[src/hw/rtl/mae_pkg.sv]
// Shared types and constants for the moving average block.
// No dependencies; imported by every module of the block.
package mae_pkg;

	localparam int PRICE_W     = 32;
	localparam int WL_W        = 7;
	localparam int WEIGHT_W    = 17;
	localparam int CFG_INDEX_W = 2;
	localparam int CFG_DATA_W  = 17;

	localparam logic [WEIGHT_W-1:0] WEIGHT_ONE  = 17'h10000;
	localparam logic [WEIGHT_W-1:0] WEIGHT_HALF = 17'h08000;

	typedef enum logic [CFG_INDEX_W-1:0] {
		REG_WINDOW_LENGTH = 2'd0,
		REG_EMA_WEIGHT    = 2'd1
	} cfg_reg_t;

	typedef enum logic [6:0] {
		ST_IDLE   = 7'b0000001,
		ST_SETUP  = 7'b0000010,
		ST_FETCH  = 7'b0000100,
		ST_MUL    = 7'b0001000,
		ST_ACC    = 7'b0010000,
		ST_DSTART = 7'b0100000,
		ST_DIV    = 7'b1000000
	} seq_state_t;

endpackage

[src/hw/rtl/mae_ring.sv]
// Price ring store: one write port and one registered read port.
// Depends on mae_pkg for the price width.
module mae_ring
	import mae_pkg::*;
#(
	parameter int DEPTH = 64,
	parameter int AW    = 6
) (
	input  logic               clk,
	input  logic               wr_en,
	input  logic [AW-1:0]      wr_addr,
	input  logic [PRICE_W-1:0] wr_data,
	input  logic               rd_en,
	input  logic [AW-1:0]      rd_addr,
	output logic [PRICE_W-1:0] rd_data
);

	logic [PRICE_W-1:0] mem_q [DEPTH];
	logic [PRICE_W-1:0] rd_data_q;

	always_ff @(posedge clk) begin
		if (wr_en) begin
			mem_q[wr_addr] <= wr_data;
		end
	end

	always_ff @(posedge clk) begin
		if (rd_en) begin
			rd_data_q <= mem_q[rd_addr];
		end
	end

	assign rd_data = rd_data_q;

endmodule

[src/hw/rtl/mae_div.sv]
// Restoring serial divider, one quotient bit per cycle.
// Depends on mae_pkg for the quotient width.
module mae_div
	import mae_pkg::*;
#(
	parameter int DIVIDEND_W = 38,
	parameter int DIVISOR_W  = 7
) (
	input  logic                  clk,
	input  logic                  arst_n,
	input  logic                  start,
	input  logic [DIVIDEND_W-1:0] dividend,
	input  logic [DIVISOR_W-1:0]  divisor,
	output logic                  done,
	output logic [PRICE_W-1:0]    quotient
);

	localparam int CNT_W = $clog2(DIVIDEND_W + 1);

	logic [DIVIDEND_W-1:0] quo_q;
	logic [DIVISOR_W-1:0]  rem_q;
	logic [DIVISOR_W-1:0]  dsr_q;
	logic [CNT_W-1:0]      cnt_q;
	logic                  busy_q;
	logic                  done_q;

	logic [DIVISOR_W:0]    trial;
	logic [DIVISOR_W:0]    diff;
	logic                  qbit;
	logic [DIVISOR_W-1:0]  rem_next;

	always_comb begin
		trial = {rem_q, quo_q[DIVIDEND_W-1]};
		diff  = trial - {1'b0, dsr_q};
		qbit  = (trial >= {1'b0, dsr_q});
		// The partial remainder always stays below the divisor.
		rem_next = qbit ? diff[DIVISOR_W-1:0] : trial[DIVISOR_W-1:0];
	end

	always_ff @(posedge clk or negedge arst_n) begin
		if (!arst_n) begin
			busy_q <= 1'b0;
			done_q <= 1'b0;
			cnt_q  <= '0;
		end else if (start) begin
			busy_q <= 1'b1;
			done_q <= 1'b0;
			cnt_q  <= CNT_W'(DIVIDEND_W);
		end else if (busy_q) begin
			cnt_q <= cnt_q - 1'b1;
			if (cnt_q == CNT_W'(1)) begin
				busy_q <= 1'b0;
				done_q <= 1'b1;
			end
		end
	end

	always_ff @(posedge clk) begin
		if (start) begin
			quo_q <= dividend;
			rem_q <= '0;
			dsr_q <= divisor;
		end else if (busy_q) begin
			quo_q <= {quo_q[DIVIDEND_W-2:0], qbit};
			rem_q <= rem_next;
		end
	end

	assign done     = done_q;
	assign quotient = quo_q[PRICE_W-1:0];

endmodule

[src/hw/rtl/moving_average_and_ema_top.sv]
// Channel  | handshake              | payload
// in       | in_valid / in_ready    | close_price
// out      | out_valid / out_ready  | simple_average, exp_average
// cfg      | cfg_valid / cfg_ready  | cfg_index, cfg_data
//
// After a price is accepted the block takes no other until its result is in the output
// register. The window in use is walked through the one shared multiplier, with a multiply
// step for each stored price and an accumulate step for each price after the oldest; then
// the serial divider works out one quotient bit per sum bit (SUM_W = 38 at the default depth).
// The ring store has no reset; only entries already written are ever read.
// A finished word waits in the output register while out_ready is low; the next price
// is accepted meanwhile, but its result is held in the divider until that register is free.
// Depends on mae_pkg, mae_ring and mae_div.
module moving_average_and_ema_top
	import mae_pkg::*;
#(
	parameter int WINDOW_MAX = 64
) (
	input  logic                   clk,
	input  logic                   arst_n,
	input  logic                   in_valid,
	output logic                   in_ready,
	input  logic [PRICE_W-1:0]     close_price,
	output logic                   out_valid,
	input  logic                   out_ready,
	output logic [PRICE_W-1:0]     simple_average,
	output logic [PRICE_W-1:0]     exp_average,
	input  logic                   cfg_valid,
	output logic                   cfg_ready,
	input  logic [CFG_INDEX_W-1:0] cfg_index,
	input  logic [CFG_DATA_W-1:0]  cfg_data
);

	localparam int AW     = $clog2(WINDOW_MAX);
	localparam int CNT_W  = $clog2(WINDOW_MAX + 1);
	localparam int SPAN_W = (CNT_W > WL_W) ? CNT_W : WL_W;
	localparam int SUM_W  = PRICE_W + $clog2(WINDOW_MAX);
	localparam int PROD_W = WEIGHT_W + 1 + PRICE_W + 1;

	seq_state_t state_q;

	logic [WL_W-1:0]        window_length_q;
	logic [WEIGHT_W-1:0]    ema_weight_q;
	logic [AW-1:0]          write_slot_q;
	logic [CNT_W-1:0]       seen_q;
	logic [CNT_W-1:0]       left_q;
	logic                   first_q;
	logic [AW-1:0]          rd_addr_q;
	logic [SUM_W-1:0]       sum_q;
	logic [PRICE_W-1:0]     ema_q;
	logic signed [PROD_W-1:0] prod_q;
	logic                   out_valid_q;
	logic [PRICE_W-1:0]     simple_q;
	logic [PRICE_W-1:0]     exp_q;

	logic                   in_fire;
	logic                   out_free;
	logic [PRICE_W-1:0]     rd_data;
	logic                   rd_en;
	logic                   div_start;
	logic                   div_done;
	logic [PRICE_W-1:0]     div_quo;
	logic [SPAN_W-1:0]      span_ext;
	logic [CNT_W-1:0]       span;
	logic [CNT_W:0]         slot_ext;
	logic [CNT_W:0]         start_calc;
	logic [WEIGHT_W-1:0]    w_eff;
	logic signed [PRICE_W:0] diff;
	logic signed [PROD_W-1:0] acc_sum;

	function automatic logic [AW-1:0] next_slot(input logic [AW-1:0] a);
		next_slot = (a == AW'(WINDOW_MAX - 1)) ? '0 : a + 1'b1;
	endfunction

	assign in_ready  = (state_q == ST_IDLE);
	assign in_fire   = in_valid && in_ready;
	assign out_free  = !out_valid_q || out_ready;
	assign cfg_ready = 1'b1;
	assign rd_en     = (state_q == ST_FETCH) || (state_q == ST_MUL);
	assign div_start = (state_q == ST_DSTART);

	// Window in use: at least one, at most the ring depth and the prices seen.
	always_comb begin
		span_ext = SPAN_W'(window_length_q);
		if (span_ext == '0) begin
			span_ext = SPAN_W'(1);
		end
		if (span_ext > SPAN_W'(WINDOW_MAX)) begin
			span_ext = SPAN_W'(WINDOW_MAX);
		end
		if (span_ext > SPAN_W'(seen_q)) begin
			span_ext = SPAN_W'(seen_q);
		end
		span = span_ext[CNT_W-1:0];
		slot_ext = (CNT_W + 1)'(write_slot_q);
		if (slot_ext >= {1'b0, span}) begin
			start_calc = slot_ext - {1'b0, span};
		end else begin
			start_calc = slot_ext + (CNT_W + 1)'(WINDOW_MAX) - {1'b0, span};
		end
	end

	// ema + w * (p - ema) carries the same value as w * p + (1 - w) * ema.
	always_comb begin
		w_eff   = (ema_weight_q > WEIGHT_ONE) ? WEIGHT_ONE : ema_weight_q;
		diff    = $signed({1'b0, rd_data}) - $signed({1'b0, ema_q});
		acc_sum = $signed({3'b000, ema_q, 16'h0000}) + prod_q
			+ $signed(PROD_W'(WEIGHT_HALF));
	end

	always_ff @(posedge clk or negedge arst_n) begin
		if (!arst_n) begin
			window_length_q <= WL_W'(1);
			ema_weight_q    <= WEIGHT_ONE;
		end else if (cfg_valid && cfg_ready) begin
			unique case (cfg_index)
				REG_WINDOW_LENGTH: window_length_q <= cfg_data[WL_W-1:0];
				REG_EMA_WEIGHT:    ema_weight_q    <= cfg_data[WEIGHT_W-1:0];
				default: ;
			endcase
		end
	end

	always_ff @(posedge clk or negedge arst_n) begin
		if (!arst_n) begin
			state_q      <= ST_IDLE;
			write_slot_q <= '0;
			seen_q       <= '0;
			left_q       <= '0;
			first_q      <= 1'b0;
			out_valid_q  <= 1'b0;
		end else begin
			if (out_valid_q && out_ready && !(state_q == ST_DIV && div_done)) begin
				out_valid_q <= 1'b0;
			end
			unique case (state_q)
				ST_IDLE: begin
					if (in_fire) begin
						write_slot_q <= next_slot(write_slot_q);
						if (seen_q < CNT_W'(WINDOW_MAX)) begin
							seen_q <= seen_q + 1'b1;
						end
						state_q <= ST_SETUP;
					end
				end
				ST_SETUP: begin
					left_q  <= span;
					first_q <= 1'b1;
					state_q <= ST_FETCH;
				end
				ST_FETCH: begin
					state_q <= ST_MUL;
				end
				ST_MUL: begin
					left_q  <= left_q - 1'b1;
					first_q <= 1'b0;
					if (!first_q) begin
						state_q <= ST_ACC;
					end else if (left_q == CNT_W'(1)) begin
						state_q <= ST_DSTART;
					end
				end
				ST_ACC: begin
					state_q <= (left_q == '0) ? ST_DSTART : ST_MUL;
				end
				ST_DSTART: begin
					state_q <= ST_DIV;
				end
				ST_DIV: begin
					if (div_done && out_free) begin
						out_valid_q <= 1'b1;
						state_q     <= ST_IDLE;
					end
				end
				default: begin
					state_q <= ST_IDLE;
				end
			endcase
		end
	end

	always_ff @(posedge clk) begin
		if (state_q == ST_SETUP) begin
			rd_addr_q <= start_calc[AW-1:0];
			sum_q     <= '0;
		end else if (rd_en) begin
			rd_addr_q <= next_slot(rd_addr_q);
		end
		if (state_q == ST_MUL) begin
			sum_q <= sum_q + SUM_W'(rd_data);
			if (first_q) begin
				ema_q <= rd_data;
			end else begin
				prod_q <= $signed({1'b0, w_eff}) * diff;
			end
		end
		if (state_q == ST_ACC) begin
			ema_q <= acc_sum[PRICE_W+15:16];
		end
		if (state_q == ST_DIV && div_done && out_free) begin
			simple_q <= div_quo;
			exp_q    <= ema_q;
		end
	end

	mae_ring #(
		.DEPTH (WINDOW_MAX),
		.AW    (AW)
	) u_ring (
		.clk     (clk),
		.wr_en   (in_fire),
		.wr_addr (write_slot_q),
		.wr_data (close_price),
		.rd_en   (rd_en),
		.rd_addr (rd_addr_q),
		.rd_data (rd_data)
	);

	mae_div #(
		.DIVIDEND_W (SUM_W),
		.DIVISOR_W  (CNT_W)
	) u_div (
		.clk      (clk),
		.arst_n   (arst_n),
		.start    (div_start),
		.dividend (sum_q),
		.divisor  (left_q == '0 ? span : span),
		.done     (div_done),
		.quotient (div_quo)
	);

	assign out_valid      = out_valid_q;
	assign simple_average = simple_q;
	assign exp_average    = exp_q;

	// The window walk starts with at least one price, and never more than were stored.
	a_span_ok: assert property (@(posedge clk) disable iff (!arst_n)
		state_q == ST_FETCH |-> left_q != '0 && left_q <= seen_q)
		else $error("window span out of range at start of walk");

	// The multiply step always has a price left to consume.
	a_mul_has_work: assert property (@(posedge clk) disable iff (!arst_n)
		state_q == ST_MUL |-> left_q != '0)
		else $error("multiply step with no price left");

	// An accepted word always starts a fresh setup.
	a_accept_setup: assert property (@(posedge clk) disable iff (!arst_n)
		in_fire |=> state_q == ST_SETUP)
		else $error("accepted word did not start the sequencer");

	// A result appears only when the divider has finished.
	a_result_source: assert property (@(posedge clk) disable iff (!arst_n)
		$rose(out_valid_q) |-> $past(state_q == ST_DIV && div_done))
		else $error("result raised without a finished division");

	// The count of stored prices saturates at the ring depth.
	a_seen_bound: assert property (@(posedge clk) disable iff (!arst_n)
		seen_q <= CNT_W'(WINDOW_MAX))
		else $error("stored price count beyond ring depth");

endmodule

[config.mk]
export PLATFORM = sky130hd
export DESIGN_NAME = moving_average_and_ema_top
export DESIGN_NICKNAME = d
export VERILOG_FILES = /design/src/hw/rtl/mae_pkg.sv /design/src/hw/rtl/mae_ring.sv /design/src/hw/rtl/mae_div.sv /design/src/hw/rtl/moving_average_and_ema_top.sv
export SDC_FILE = /design/constraint.sdc
export NUM_CORES = 2
export LEC_CHECK = 0
export BUFFER_PORTS_ARGS = -buffer_cell sky130_fd_sc_hd__buf_2
export CAP_MARGIN = 0
export CORE_AREA = 2 2 500 502
export DETAILED_ROUTE_END_ITERATION = 7
export DIE_AREA = 0 0 502 504
export PLACE_DENSITY_LB_ADDON = 0.05
export SYNTH_ARGS = -nofsm -noshare
export SYNTH_HDL_FRONTEND = slang
export SYNTH_SLANG_ARGS = --single-unit
[constraint.sdc]
create_clock -name clk -period 25.6 [get_ports clk]
set_clock_uncertainty 0.1 [all_clocks]
set_input_delay 1.28 -clock clk [delete_from_list [all_inputs] [get_ports clk]]
set_output_delay 1.28 -clock clk [all_outputs]
set_load 0.1 [all_outputs]
==> summary.txt <==
CTS
  • Post-CTS Setup Bufs: 0
  • H-tree depth: 5
  • CTS tree: done
  • # clock sinks: ~2.4k
  • CTS Hold Buffers Added: 0
  • CTS buffer count: approximately 280
  • Post_cts resized: 0
  • Reg clk slew, reported paths: 0.06 ns
  • Clk buf depth: 4
  • Clk Latency, worst-skew pair: about 0.94 ns
  • CTS root buf: clkbuf_16

Timing
  • Worst slew margin: about 17%
  • Final Max Slew Viols: 0
  • Setup TNS: 0 ns
  • RSZ-0062 raised after global routing: no
  • Final Cycle Share: 38.0%
  • Post-layout min period: 9.73 ns
  • Fin. Hold Viols: 0
  • Fmax: 0.103 GHz
  • Final worst slack: roughly 16 ns
  • Count of final setup violators: 0
  • Slew at the pin with the worst max-slew slack: 1.25 ns

Final layout
  • Non-filler instance count after layout: 11.2k
  • FILL cells: around 21k
  • Post-route design area: 127,000 sq um
  • Register Area: about 70,000 sq um
  • Multi-input gate area: 39,500 sq um
  • Layout cells sized above 1: 14.2%
  • Fin nets: ~8.5k
  • Syn-to-layout area delta: 12.1%

Floorplan
  • Core Area: 248,000 sq um
  • Die span in x: 502 microns
  • Die area: 253,000 sq um
  • Standard-cell row count: 183
  • Chip height: 504 microns
  • IO Pins: 123
  • Starting Density: between 40% and 50%

Global route
  • Initial antenna violation count: 23
  • Gr usage total: between 20 and 30%
  • Largest net degree at the start of global routing: 148
  • First-pass GRT wire length: 470,000 microns
  • Vias in the first global route: about 66k
  • Gr ovfl total: 0

Logic synthesis
  • Synth Net Count: just over 8k
  • Mapped Area: about 110,000 sq um
  • Post-synthesis cell type count: 94
  • Sequential share of the synthesized area: 62.2%
  • Mean post-synth cell area: 15.3 sq um
  • Main synth FF type: edfxtp_1
  • Yosys reg bits: 2,366
  • Yosys warns: 0
  • Synth Instances: 7,415
  • Ys async rst share: 2.58%
  • Number of synthesized flops with an enable pin: between 2k and 2.5k

Critical path
  • Worst path slowest cell: fa_1
  • Critical path class: reg2reg
  • WP data arrival: 10.24 ns
  • Crit end category: flop
  • CP startpoint kind: flop
  • CP max FO: 13
  • CP peak stage delay: 0.55 ns
  • CP most frequent cell: fa_1
  • Worst Path Required: between 20 and 30 ns
  • FF-to-FF path depth: 34

Place
  • Dpl ws: between 15 and 20 ns
  • Routability congestion estimate: 0.859
  • Placed cell area: 119,000 sq um
  • Post-DP HPWL: 202,000 microns
  • Placed insts: 10.7k
  • Port buffer count: roughly 120

Route
  • DRT iter0 DRCs: between 5k and 6k
  • Detail Route Antenna Nets: 0
  • Detailed Route WL: 325,000 microns
  • Routed wl met3: ~18,000 microns
  • DR WL/cell: 29.1 microns
  • DR pass1 iterations: 6
  • Via count: 64.7k
  • Drt via density: around 5.8
  • Top Metal Used: met5
  • # DRC: 0
  • WL met1: 140,000 microns
  • Met2 WL post-DR: 158,000 microns

Power and ir drop
  • Lkg Pwr: 48.6 nW
  • PD cells: 107 nW/um^2
  • VDD IR-drop max: approximately 0.25 mV

Job
  • Max-Cap Viols: 0

Run status
  • Status: finished, final reports clean

Hold path
  • Hold Path Class: in2async
==> report_power, final <==
group	total (mW)	switching [mW]	internal [mW]
Sequential	4.52	0.0108	4.51
Combinational	5.36	3.29	2.07
Clock	3.68	1.52	2.16
Total	13.6	4.82	8.74
==> stage by stage <==
| step | hold WS, ns | util, % | power, mW |
|---|---|---|---|
| after floorplan | 0.326 | - | 8.31 |
| after global placement | 0.341 | 48.1 | 9.98 |
| after detailed placement | 0.337 | 48.1 | 10.0 |
| after CTS | 0.0489 | 51.4 | 13.7 |
| after global routing | 0.0747 | 51.4 | 14.4 |
| final | 0.114 | 51.4 | 13.6 |
==> cell type report <==
class                      count  share of cell area [%]
antenna                        9                  0.0177
inverter                     710                    2.10
multi-input combinational   3994                    31.0
sequential                  2366                    55.5
timing repair buffer         305                    1.62
tap                         3330                    3.27
clock inverter               116                   0.717
clock buffer                 348                    5.77
==> routing by layer <==
layer	GRT usage (%)	vias up
met1	36.4	34300
met4	6.93	4
met2	42.2	2034
met5	0	-
met3	3.44	507
li1	-	27900
==> kinds of logic (layout without fill, tap and decap cells) <==
family / count (synthesis) / count (layout) / share of synthesized area, %
simple gates: 1334 / 1334 / 5.00
xor+xnor: 180 / 180 / 1.43
buf+inv: 1055 / 1479 / 3.53
fa+ha+maj: 750 / 750 / 11.7
mux: 812 / 812 / 10.6
other cells: 1 / 10 / 0.00330
flops: 2366 / 2366 / 62.2
compound gates: 917 / 917 / 5.54
==> sequential cells by signal, summed over array words and instances (netlist names) <==
register / cells
u_div.dsr_q: 7
u_div.cnt_q: 6
u_div.done: 1
window_length_q: 7
simple_average: 32
write_slot_q: 6
out_valid: 1
u_div.quo_q: 38
state_q: 7
u_div.rem_q: 7
ema_weight_q: 17
first_q: 1
seen_q: 7
ema_q: 32
exp_average: 32
left_q: 7
rd_addr_q: 6
prod_q: 33
u_div.busy_q: 1
sum_q: 38
u_ring.rd_data: 32
u_ring.mem_q: 2048
==> final timing paths <==
path                                   start                  to  slack (ns)
min                                   arst_n     write_slot_q[1]        0.11
max reg2reg                u_ring.rd_data[0]          prod_q[41]       15.88
max                        u_ring.rd_data[0]          prod_q[41]       15.88
min in group clk             u_div.quo_q[24]  simple_average[24]        0.35
max in group asynchronous             arst_n     ema_weight_q[7]       24.19
min reg2reg                  u_div.quo_q[24]  simple_average[24]        0.35
==> critical path: cells and delay by family, from the launching register on <==
| family | cells | cell delay (ns) |
|---|---|---|
| adders and majority gates | 9 | 3.81 |
| xor gates and xnor gates | 2 | 0.27 |
| DFF | 1 | 0.41 |
| buffers and inverters | 6 | 0.54 |
| and+or+nand+nor | 6 | 1.33 |
| AOI/OAI and AO/OA | 11 | 2.96 |
==> Yosys cell counts, types with 48 or more instances <==
master    count  area (sq um)
clkbuf_1    242           908
o22ai_1     127           795
a21o_1       60           450
o21ai_0     123           616
xnor2_1     107           937
dfrtp_1      58          1450
ha_1        231          2890
nand2_1     614          2300
fa_1        519         10400
buf_1        73           274
xor2_1       67           587
a21oi_1     230          1150
mux4_2      310          6980
nor2b_1      48           300
o221ai_1    238          2080
edfxtp_1   2298         69000
mux2i_1     476          4760
inv_1       710          2670
nor2_1      442          1660
==> cells in the final DEF (no fill, tap or decap), drive strengths merged, types with 13 or more instances in the layout <==
cell	count
xnor2	112
a21oi	232
buf	305
bufinv	14
clkbuf	348
edfxtp	2298
ha	231
o21ai	135
xor2	68
o211ai	13
clkinv	91
a21o	61
and2	36
nor2	442
nand2b	42
mux4	310
a211oi	20
nand3	35
o21a	15
fa	519
nor3	29
nand4	16
dfrtp	58
inv	716
o22ai	128
mux2	26
nand2	614
mux2i	476
nor2b	48
o221ai	238
o21bai	15
a31oi	15
and3	20
(Power assumes the default switching activity.)
